**src/rtl/saar_pkg.sv**
```systemverilog
`default_nettype none

package saar_pkg;

    // transaction field widths, fixed by the interface
    localparam int unsigned OP_W       = 2;
    localparam int unsigned FRAME_W    = 5;
    localparam int unsigned OWNER_W    = 16;
    localparam int unsigned PAGE_W     = 16;
    localparam int unsigned OUT_AGE_W  = 64;
    localparam int unsigned S_TDATA_W  = 40;
    localparam int unsigned M_TDATA_W  = 104;

    // operation codes
    localparam logic [OP_W-1:0] OP_TOUCH   = 2'd0;
    localparam logic [OP_W-1:0] OP_SELECT  = 2'd1;
    localparam logic [OP_W-1:0] OP_INSTALL = 2'd2;

    // touch count at which the set is aged before the touch
    localparam logic [1:0] TOUCH_WRAP = 2'd2;

    typedef enum logic [2:0] {
        ST_IDLE,
        ST_MOD,
        ST_SCAN_RD,
        ST_SCAN_EX,
        ST_FRAME_RD,
        ST_FRAME_EX,
        ST_INSTALL,
        ST_RESP
    } state_t;

endpackage

`default_nettype wire

```
**src/rtl/saar_ram.sv**
```systemverilog
`default_nettype none

module saar_ram #(
    parameter int unsigned WIDTH = 96,
    parameter int unsigned DEPTH = 32
) (
    input  wire logic                     aclk,
    input  wire logic                     we,
    input  wire logic [$clog2(DEPTH)-1:0] waddr,
    input  wire logic [WIDTH-1:0]         wdata,
    input  wire logic [$clog2(DEPTH)-1:0] raddr,
    output logic      [WIDTH-1:0]         rdata
);

    logic [WIDTH-1:0] mem [DEPTH];

    always_ff @(posedge aclk) begin
        if (we) begin
            mem[waddr] <= wdata;
        end
        rdata <= mem[raddr];
    end

endmodule

`default_nettype wire

```
**src/rtl/set_assoc_aging_replacement_unit.sv**
```systemverilog
`default_nettype none

// channel  | direction | tuser       | tdata (lowest bit up)
// s_ (op)  | in        | operation   | frame, owner_id, page
// m_ (res) | out       | -           | victim_frame, victim_free, frame_owner, frame_page,
//          |           |             | frame_age
//
// unused op and plain touch read their frame. a set holds up to W = FRAMES/SETS ways
// rounded up; a touch that ages its set walks it one way per cycle through the single frame
// ram read port; a select walks its set, ending early at a free way, after an ST_MOD step
// for page mod SETS when SETS is not a power of two. s_tready high when idle.
// synchronous active-low reset; frame entries read as zero until written (valid bits).
// a waiting result holds the block in its last state until m_tready takes it.

module set_assoc_aging_replacement_unit
    import saar_pkg::*;
#(
    parameter int unsigned FRAMES   = 32,
    parameter int unsigned SETS     = 8,
    parameter int unsigned AGE_BITS = 64
) (
    input  wire logic                 aclk,
    input  wire logic                 aresetn,
    input  wire logic                 s_tvalid,
    output logic                      s_tready,
    input  wire logic [S_TDATA_W-1:0] s_tdata,  // frame[4:0], owner_id[20:5], page[36:21]
    input  wire logic [OP_W-1:0]      s_tuser,  // operation[1:0]
    output logic                      m_tvalid,
    input  wire logic                 m_tready,
    output logic      [M_TDATA_W-1:0] m_tdata   // victim_frame[4:0], victim_free[5],
                                                // frame_owner[21:6], frame_page[37:22],
                                                // frame_age[101:38]
);

    localparam int unsigned FW   = (FRAMES > 1) ? $clog2(FRAMES) : 1;
    localparam int unsigned SW   = (SETS > 1) ? $clog2(SETS) : 1;
    localparam int unsigned IW   = $clog2(FRAMES + SETS);
    localparam int unsigned MW   = OWNER_W + PAGE_W + AGE_BITS;
    localparam bit SETS_POW2     = ((SETS & (SETS - 1)) == 0);
    localparam int unsigned LUTN = 1 << FRAME_W;
    localparam int unsigned PAGE_HALF = PAGE_W / 2;
    localparam int unsigned MODN = 1 << PAGE_HALF;
    localparam logic [AGE_BITS-1:0] AGE_TOP = AGE_BITS'(1) << (AGE_BITS - 1);

    // frame number mod FRAMES and its set, for every value of the frame field
    logic [FW-1:0] frame_lut [LUTN];
    logic [SW-1:0] set_lut   [LUTN];

    for (genvar g = 0; g < LUTN; g++) begin : g_lut
        localparam int unsigned FM = g % FRAMES;
        assign frame_lut[g] = FW'(FM);
        assign set_lut[g]   = SW'(FM % SETS);
    end

    // residues of the low and high page bytes, summed for page mod SETS
    logic [SW-1:0] lo_mod_lut [MODN];
    logic [SW-1:0] hi_mod_lut [MODN];

    for (genvar g = 0; g < MODN; g++) begin : g_mod_lut
        assign lo_mod_lut[g] = SW'(g % SETS);
        assign hi_mod_lut[g] = SW'((g * MODN) % SETS);
    end

    state_t state_reg, state_next;

    logic [OP_W-1:0]       op_reg, op_next;
    logic [FW-1:0]         frame_reg, frame_next;
    logic [OWNER_W-1:0]    owner_reg, owner_next;
    logic [PAGE_W-1:0]     page_reg, page_next;
    logic                  shift_reg, shift_next;
    logic [1:0]            phase_reg, phase_next;
    logic [SW-1:0]         set_reg, set_next;
    logic [IW-1:0]         idx_reg, idx_next;
    logic                  found_reg, found_next;
    logic [FW-1:0]         best_idx_reg, best_idx_next;
    logic                  best_free_reg, best_free_next;
    logic [OWNER_W-1:0]    best_owner_reg, best_owner_next;
    logic [PAGE_W-1:0]     best_page_reg, best_page_next;
    logic [AGE_BITS-1:0]   best_age_reg, best_age_next;
    logic                  m_tvalid_reg, m_tvalid_next;
    logic [M_TDATA_W-1:0]  m_tdata_reg, m_tdata_next;
    logic [FRAMES-1:0]     valid_reg, valid_next;
    logic                  rvalid_reg;

    logic                  ram_we;
    logic [FW-1:0]         ram_waddr;
    logic [MW-1:0]         ram_wdata;
    logic [FW-1:0]         ram_raddr;
    logic [MW-1:0]         ram_rdata;

    logic [OWNER_W-1:0]    rd_owner;
    logic [PAGE_W-1:0]     rd_page;
    logic [AGE_BITS-1:0]   rd_age;
    logic [IW-1:0]         way_next;
    logic                  way_more;
    logic                  s_fire;
    logic                  out_free;
    logic [SW:0]           mod_sum;

    assign s_tready = (state_reg == ST_IDLE);
    assign s_fire   = s_tvalid && s_tready;
    assign out_free = !m_tvalid_reg || m_tready;
    assign m_tvalid = m_tvalid_reg;
    assign m_tdata  = m_tdata_reg;

    // never-written frames read as zero
    assign rd_owner = rvalid_reg ? ram_rdata[OWNER_W-1:0] : '0;
    assign rd_page  = rvalid_reg ? ram_rdata[OWNER_W +: PAGE_W] : '0;
    assign rd_age   = rvalid_reg ? ram_rdata[OWNER_W+PAGE_W +: AGE_BITS] : '0;

    assign way_next = idx_reg + IW'(SETS);
    assign way_more = (way_next < IW'(FRAMES));

    assign mod_sum = {1'b0, lo_mod_lut[page_reg[PAGE_HALF-1:0]]}
                   + {1'b0, hi_mod_lut[page_reg[PAGE_W-1:PAGE_HALF]]};

    saar_ram #(
        .WIDTH (MW),
        .DEPTH (FRAMES)
    ) u_frame_ram (
        .aclk  (aclk),
        .we    (ram_we),
        .waddr (ram_waddr),
        .wdata (ram_wdata),
        .raddr (ram_raddr),
        .rdata (ram_rdata)
    );

    always_comb begin
        state_next = state_reg;
        case (state_reg)
            ST_IDLE: begin
                if (s_fire) begin
                    case (s_tuser)
                        OP_TOUCH:   state_next = (phase_reg == TOUCH_WRAP) ? ST_SCAN_RD
                                                                           : ST_FRAME_RD;
                        OP_SELECT:  state_next = SETS_POW2 ? ST_SCAN_RD : ST_MOD;
                        OP_INSTALL: state_next = ST_INSTALL;
                        default:    state_next = ST_FRAME_RD;
                    endcase
                end
            end
            ST_MOD:     state_next = ST_SCAN_RD;
            ST_SCAN_RD: begin
                // an empty set only happens when SETS exceeds FRAMES
                state_next = (IW'(set_reg) < IW'(FRAMES)) ? ST_SCAN_EX : ST_RESP;
            end
            ST_SCAN_EX: begin
                if (!shift_reg && rd_owner == '0) begin
                    state_next = ST_RESP;
                end else if (!way_more) begin
                    state_next = shift_reg ? ST_FRAME_RD : ST_RESP;
                end
            end
            ST_FRAME_RD: state_next = ST_FRAME_EX;
            ST_FRAME_EX: state_next = ST_RESP;
            ST_INSTALL:  state_next = ST_RESP;
            ST_RESP: begin
                if (out_free) begin
                    state_next = ST_IDLE;
                end
            end
            default: state_next = ST_IDLE;
        endcase
    end

    always_comb begin
        op_next         = op_reg;
        frame_next      = frame_reg;
        owner_next      = owner_reg;
        page_next       = page_reg;
        shift_next      = shift_reg;
        phase_next      = phase_reg;
        set_next        = set_reg;
        idx_next        = idx_reg;
        found_next      = found_reg;
        best_idx_next   = best_idx_reg;
        best_free_next  = best_free_reg;
        best_owner_next = best_owner_reg;
        best_page_next  = best_page_reg;
        best_age_next   = best_age_reg;
        m_tvalid_next   = m_tvalid_reg && !m_tready;
        m_tdata_next    = m_tdata_reg;
        ram_we          = 1'b0;
        ram_waddr       = frame_reg;
        ram_wdata       = {rd_age, rd_page, rd_owner};
        ram_raddr       = frame_reg;

        case (state_reg)
            ST_IDLE: begin
                if (s_fire) begin
                    op_next         = s_tuser;
                    frame_next      = frame_lut[s_tdata[FRAME_W-1:0]];
                    owner_next      = s_tdata[FRAME_W +: OWNER_W];
                    page_next       = s_tdata[FRAME_W+OWNER_W +: PAGE_W];
                    shift_next      = 1'b0;
                    found_next      = 1'b0;
                    best_idx_next   = '0;
                    best_free_next  = 1'b0;
                    best_owner_next = '0;
                    best_page_next  = '0;
                    best_age_next   = '0;
                    case (s_tuser)
                        OP_TOUCH: begin
                            if (phase_reg == TOUCH_WRAP) begin
                                phase_next = '0;
                                shift_next = 1'b1;
                                set_next   = set_lut[s_tdata[FRAME_W-1:0]];
                            end else begin
                                phase_next = phase_reg + 2'd1;
                            end
                        end
                        OP_SELECT: begin
                            set_next = SETS_POW2
                                ? SW'(s_tdata[FRAME_W+OWNER_W +: PAGE_W] & PAGE_W'(SETS - 1))
                                : '0;
                        end
                        default: ;
                    endcase
                end
            end
            ST_MOD: begin
                set_next = (mod_sum >= (SW + 1)'(SETS)) ? SW'(mod_sum - (SW + 1)'(SETS))
                                                        : mod_sum[SW-1:0];
            end
            ST_SCAN_RD: begin
                ram_raddr = FW'(set_reg);
                idx_next  = IW'(set_reg);
            end
            ST_SCAN_EX: begin
                if (shift_reg) begin
                    ram_we    = 1'b1;
                    ram_waddr = idx_reg[FW-1:0];
                    ram_wdata = {rd_age >> 1, rd_page, rd_owner};
                end else if (rd_owner == '0) begin
                    best_idx_next   = idx_reg[FW-1:0];
                    best_free_next  = 1'b1;
                    best_owner_next = rd_owner;
                    best_page_next  = rd_page;
                    best_age_next   = rd_age;
                end else if (!found_reg || rd_age < best_age_reg) begin
                    found_next      = 1'b1;
                    best_idx_next   = idx_reg[FW-1:0];
                    best_owner_next = rd_owner;
                    best_page_next  = rd_page;
                    best_age_next   = rd_age;
                end
                // fetch the next way while this one is handled
                ram_raddr = way_next[FW-1:0];
                idx_next  = way_next;
            end
            ST_FRAME_EX: begin
                best_owner_next = rd_owner;
                best_page_next  = rd_page;
                best_age_next   = rd_age;
                if (op_reg == OP_TOUCH) begin
                    ram_we        = 1'b1;
                    ram_wdata     = {rd_age | AGE_TOP, rd_page, rd_owner};
                    best_age_next = rd_age | AGE_TOP;
                end
            end
            ST_INSTALL: begin
                ram_we          = 1'b1;
                ram_wdata       = {AGE_BITS'(0), page_reg, owner_reg};
                best_owner_next = owner_reg;
                best_page_next  = page_reg;
                best_age_next   = '0;
            end
            ST_RESP: begin
                if (out_free) begin
                    m_tvalid_next = 1'b1;
                    m_tdata_next  = {2'b00, OUT_AGE_W'(best_age_reg), best_page_reg,
                                     best_owner_reg, best_free_reg, FRAME_W'(best_idx_reg)};
                end
            end
            default: ;
        endcase
    end

    always_comb begin
        valid_next = valid_reg;
        if (ram_we) begin
            valid_next[ram_waddr] = 1'b1;
        end
    end

    always_ff @(posedge aclk) begin
        if (!aresetn) begin
            state_reg    <= ST_IDLE;
            phase_reg    <= '0;
            m_tvalid_reg <= 1'b0;
            valid_reg    <= '0;
            rvalid_reg   <= 1'b0;
        end else begin
            state_reg    <= state_next;
            phase_reg    <= phase_next;
            m_tvalid_reg <= m_tvalid_next;
            valid_reg    <= valid_next;
            rvalid_reg   <= valid_reg[ram_raddr];
        end
    end

    always_ff @(posedge aclk) begin
        op_reg         <= op_next;
        frame_reg      <= frame_next;
        owner_reg      <= owner_next;
        page_reg       <= page_next;
        shift_reg      <= shift_next;
        set_reg        <= set_next;
        idx_reg        <= idx_next;
        found_reg      <= found_next;
        best_idx_reg   <= best_idx_next;
        best_free_reg  <= best_free_next;
        best_owner_reg <= best_owner_next;
        best_page_reg  <= best_page_next;
        best_age_reg   <= best_age_next;
        m_tdata_reg    <= m_tdata_next;
    end

endmodule

`default_nettype wire
```
**config.mk**
```make
export PLATFORM = sky130hd
export DESIGN_NAME = set_assoc_aging_replacement_unit
export DESIGN_NICKNAME = d
export VERILOG_FILES = /design/src/rtl/saar_pkg.sv /design/src/rtl/saar_ram.sv /design/src/rtl/set_assoc_aging_replacement_unit.sv
export SDC_FILE = /design/constraint.sdc
export NUM_CORES = 2
export LEC_CHECK = 0
export ABC_AREA = 1
export BUFFER_PORTS_ARGS = -buffer_cell sky130_fd_sc_hd__buf_2
export CAP_MARGIN = 20
export CORE_ASPECT_RATIO = 1.1
export CORE_MARGIN = 1
export CORE_UTILIZATION = 50
export DETAILED_ROUTE_END_ITERATION = 6
export GPL_TIMING_DRIVEN = 1
export HOLD_SLACK_MARGIN = 0.05
export PLACE_DENSITY = 0.61
export SYNTH_ARGS = -nofsm -noshare
export SYNTH_HDL_FRONTEND = slang
export SYNTH_HIERARCHICAL = 1
export SYNTH_SLANG_ARGS = --single-unit
```
**constraint.sdc**
```tcl
create_clock -name aclk -period 13.95 [get_ports aclk]
set_input_delay 2.79 -clock aclk [delete_from_list [all_inputs] [get_ports aclk]]
set_output_delay 2.79 -clock aclk [all_outputs]
set_load 0.05 [all_outputs]
```
==> flow_metrics.py <==
metrics = {
    "sta": {
        "setup_violations": 0,
        "maxSlewViolCount": 0,
        "period_share_pct": 44.3,
        "fmax_mhz": 162,
        "period_needed_ps": 6180,
        "worstMarginPinSlew_ps": 1430,
        "skew_ps": 51.3,
        "hold_violations": 0,
        "slew_headroom_pct": 4.97,
        "tns_ps": 0,
        "rsz0062_at_grt": "no",
    },
    "routing": {
        "viasPerCell": 5.87,
        "drc": 0,
        "drtAntennaViolNets": 0,
        "num_vias": 90300,
        "first_pass_iters": 6,
        "drt_iter0_markers": 10600,
        "wirelength_mm": 391,
        "wl_per_cell_um": 25.4,
    },
    "yosys": {
        "syn_area_sq_um": 139000,
        "ys_types": 41,
        "yosysSeqAreaShare_pct": 74.1,
        "ys_async_sr_fraction_pct": 0,
        "syn_avg_cell_area_sq_um": 12.2,
        "ys_ff_latch": 3461,
        "synth_top_area_share_pct": 72.1,
        "synth_area_leaders": "edfxtp_1, nand2_1, nand3_1, dfxtp_1, buf_2",
        "synth-main-ff-cell": "edfxtp_1",
        "yosysWarnings": 6,
        "synth_edf_count": 3326,
        "yosys.area.top_type": "edfxtp_1",
        "netlist_instances": 11400,
    },
    "die": {
        "initial_core_util_pct": 50.3,
        "die_h_um": 554,
        "die_area_sq_um": 279000,
        "die_w_um": 504,
        "core_sq_um": 275000,
        "placementRows": 202,
        "ios": 152,
    },
    "setup_path": {
        "crit_family": "buffers and inverters",
        "worstPathRequired_ps": 14730,
        "critPathKind": "reg2reg",
        "crit_buf_inv": 7,
        "start_kind": "register",
        "cpPeakStageDelay_ps": 950,
        "worstPathCellList": "inv_2, nand2_4, nand2_4, inv_2, a21oi_2, inv_8, buf_4, buf_4, buf_4, buf_4, nand3_1, nand3_1, nand2_1, nand2_1, nand2_1, nand2_1, nand2_1",
        "path_common_cell": "nand2_1",
        "cp_max_fo": 77,
        "critical_path_arrival_ps": 6960,
        "worstSetupEndpointType": "register",
        "worst_path_max_delay_cell": "buf_4",
    },
    "cells_and_area": {
        "finish.instance_area_sq_um": 154000,
        "largest_reg_flops": 3072,
        "drive_gt1_share_pct": 8.63,
        "layout_commonest_cell": "nand2_1",
        "final_cell_mix": "nand2_1, edfxtp_1, nand3_1",
        "nNetsFinal": 11500,
        "syn2layout_area_growth_pct": 11.5,
    },
    "grt": {
        "overflow": 0,
        "grt_pass1_vias": 86300,
        "grt_pass1_wl_mm": 568,
        "grt_usage_pct": 27.4,
        "antenna_found_initial": 6,
        "grt_max_degree": 263,
    },
    "job": {
        "cap_violations": 0,
    },
    "clock_network": {
        "cts_tree": "yes",
        "htree_levels": 5,
        "insertion_delay_ps": 900,
        "root_buffer": "clkbuf_16",
        "clk_pin_slew_ps": 60,
        "postCtsSetupBuffers": 0,
        "clock_path_buffers": 4,
        "post_cts_resized": 0,
        "cts_hold_buf": 0,
        "cts_sinks": 3461,
        "numCtsBuffers": 350,
    },
    "power": {
        "power_density_nw_per_um2": 210,
        "ir_drop_v": 0.000241,
        "leakage_uw": 0.0564,
    },
    "placed_design": {
        "hpwl_mm": 172,
        "gp_congestion": 0.793,
        "port_buffers": 146,
        "place_area_sq_um": 142000,
    },
    "hold_path": {
        "hold_path.class": "reg2reg",
    },
    "status": {
        "status": "completed",
    },
}
-- cells by family after synthesis --
kind of cell,count (synthesis),synth area share [%]
buf+inv,920,3.47
fa+ha+maj,66,0.596
compound gates,265,1.23
flops,3461,74.1
xor+xnor,1,0.00632
simple gates,6682,20.6
other cells,1,0.00271
-- metrics by stage --
stage                     utilization, %  power [uW]  setup WS [ps]  hold WS (ps)  cells
after floorplan                        -       20300           3530           400  11400
after global placement              51.6       22900           7940           406  14700
after detailed placement            51.7       23100           7920           407  14700
after CTS                           55.8       32400           7880           410  15300
after global routing                56.1       34000           7550           429  15400
final                               56.1       32500           7770           416  15400
-- synth_stat cells, types with 59 or more instances --
master and n:
clkbuf_1 120, buf_6 59, edfxtp_1 3326, inv_1 198, buf_2 354, a21oi_1 75
dfxtp_1 135, o22ai_1 69, nand3_1 2715, ha_1 66, nor2_1 168, nand2_1 3772
buf_4 118
-- cell type report --
class                           count  area, sq um
Multi-Input combinational cell   7016        31700
Clock buffer                      471         9570
Inverter                          211          851
Timing Repair Buffer              387         3390
Fill cell                       22400       121000
Clock inverter                    167         1760
Antenna cell                        6         15.0
Tap cell                         3672         4590
Sequential cell                  3461       103000
-- where the power goes --
group	total [uW]	internal, uW	switching, uW
registers	12900	12700	202
clock network	9340	5400	3940
logic	10300	2720	7570
total	32500	20800	11700
-- metal layers --
| metal | up-vias | GRT usage (%) | routed length [um] | share of wire, % |
|---|---|---|---|---|
| met2 | 4073 | 45.6 | 189000 | 48 |
| met4 | 0 | 9.61 | 13600 | 3.5 |
| met3 | 755 | 3.64 | 30700 | 7.9 |
| li1 | 40400 | - | - | - |
| met1 | 45100 | 37.0 | 158000 | 40 |
| met5 | - | 0 | 0 | 0 |
-- worst reg2reg max path, cell delays in order (launching register included) --
cell,delay [ps]
dfxtp_1,490
inv_2,150
nand2_4,240
nand2_4,160
inv_2,130
a21oi_2,230
inv_8,430
buf_4,870
buf_4,870
buf_4,810
buf_4,1000
nand3_1,210
nand3_1,130
nand2_1,80
nand2_1,60
nand2_1,80
nand2_1,60
nand2_1,60
-- path summary, 6_finish.rpt --
path              depth (start not counted)                    end  slack (ps)             start
hold / removal                            0            m_tdata[62]         420  best_age_reg[24]
setup reg to reg                         17  u_frame_ram/rdata[92]        7770      state_reg[2]
hold reg to reg                           0            m_tdata[62]         420  best_age_reg[24]
setup / recovery                         17  u_frame_ram/rdata[92]        7770      state_reg[2]
(Power assumes the default switching activity.)
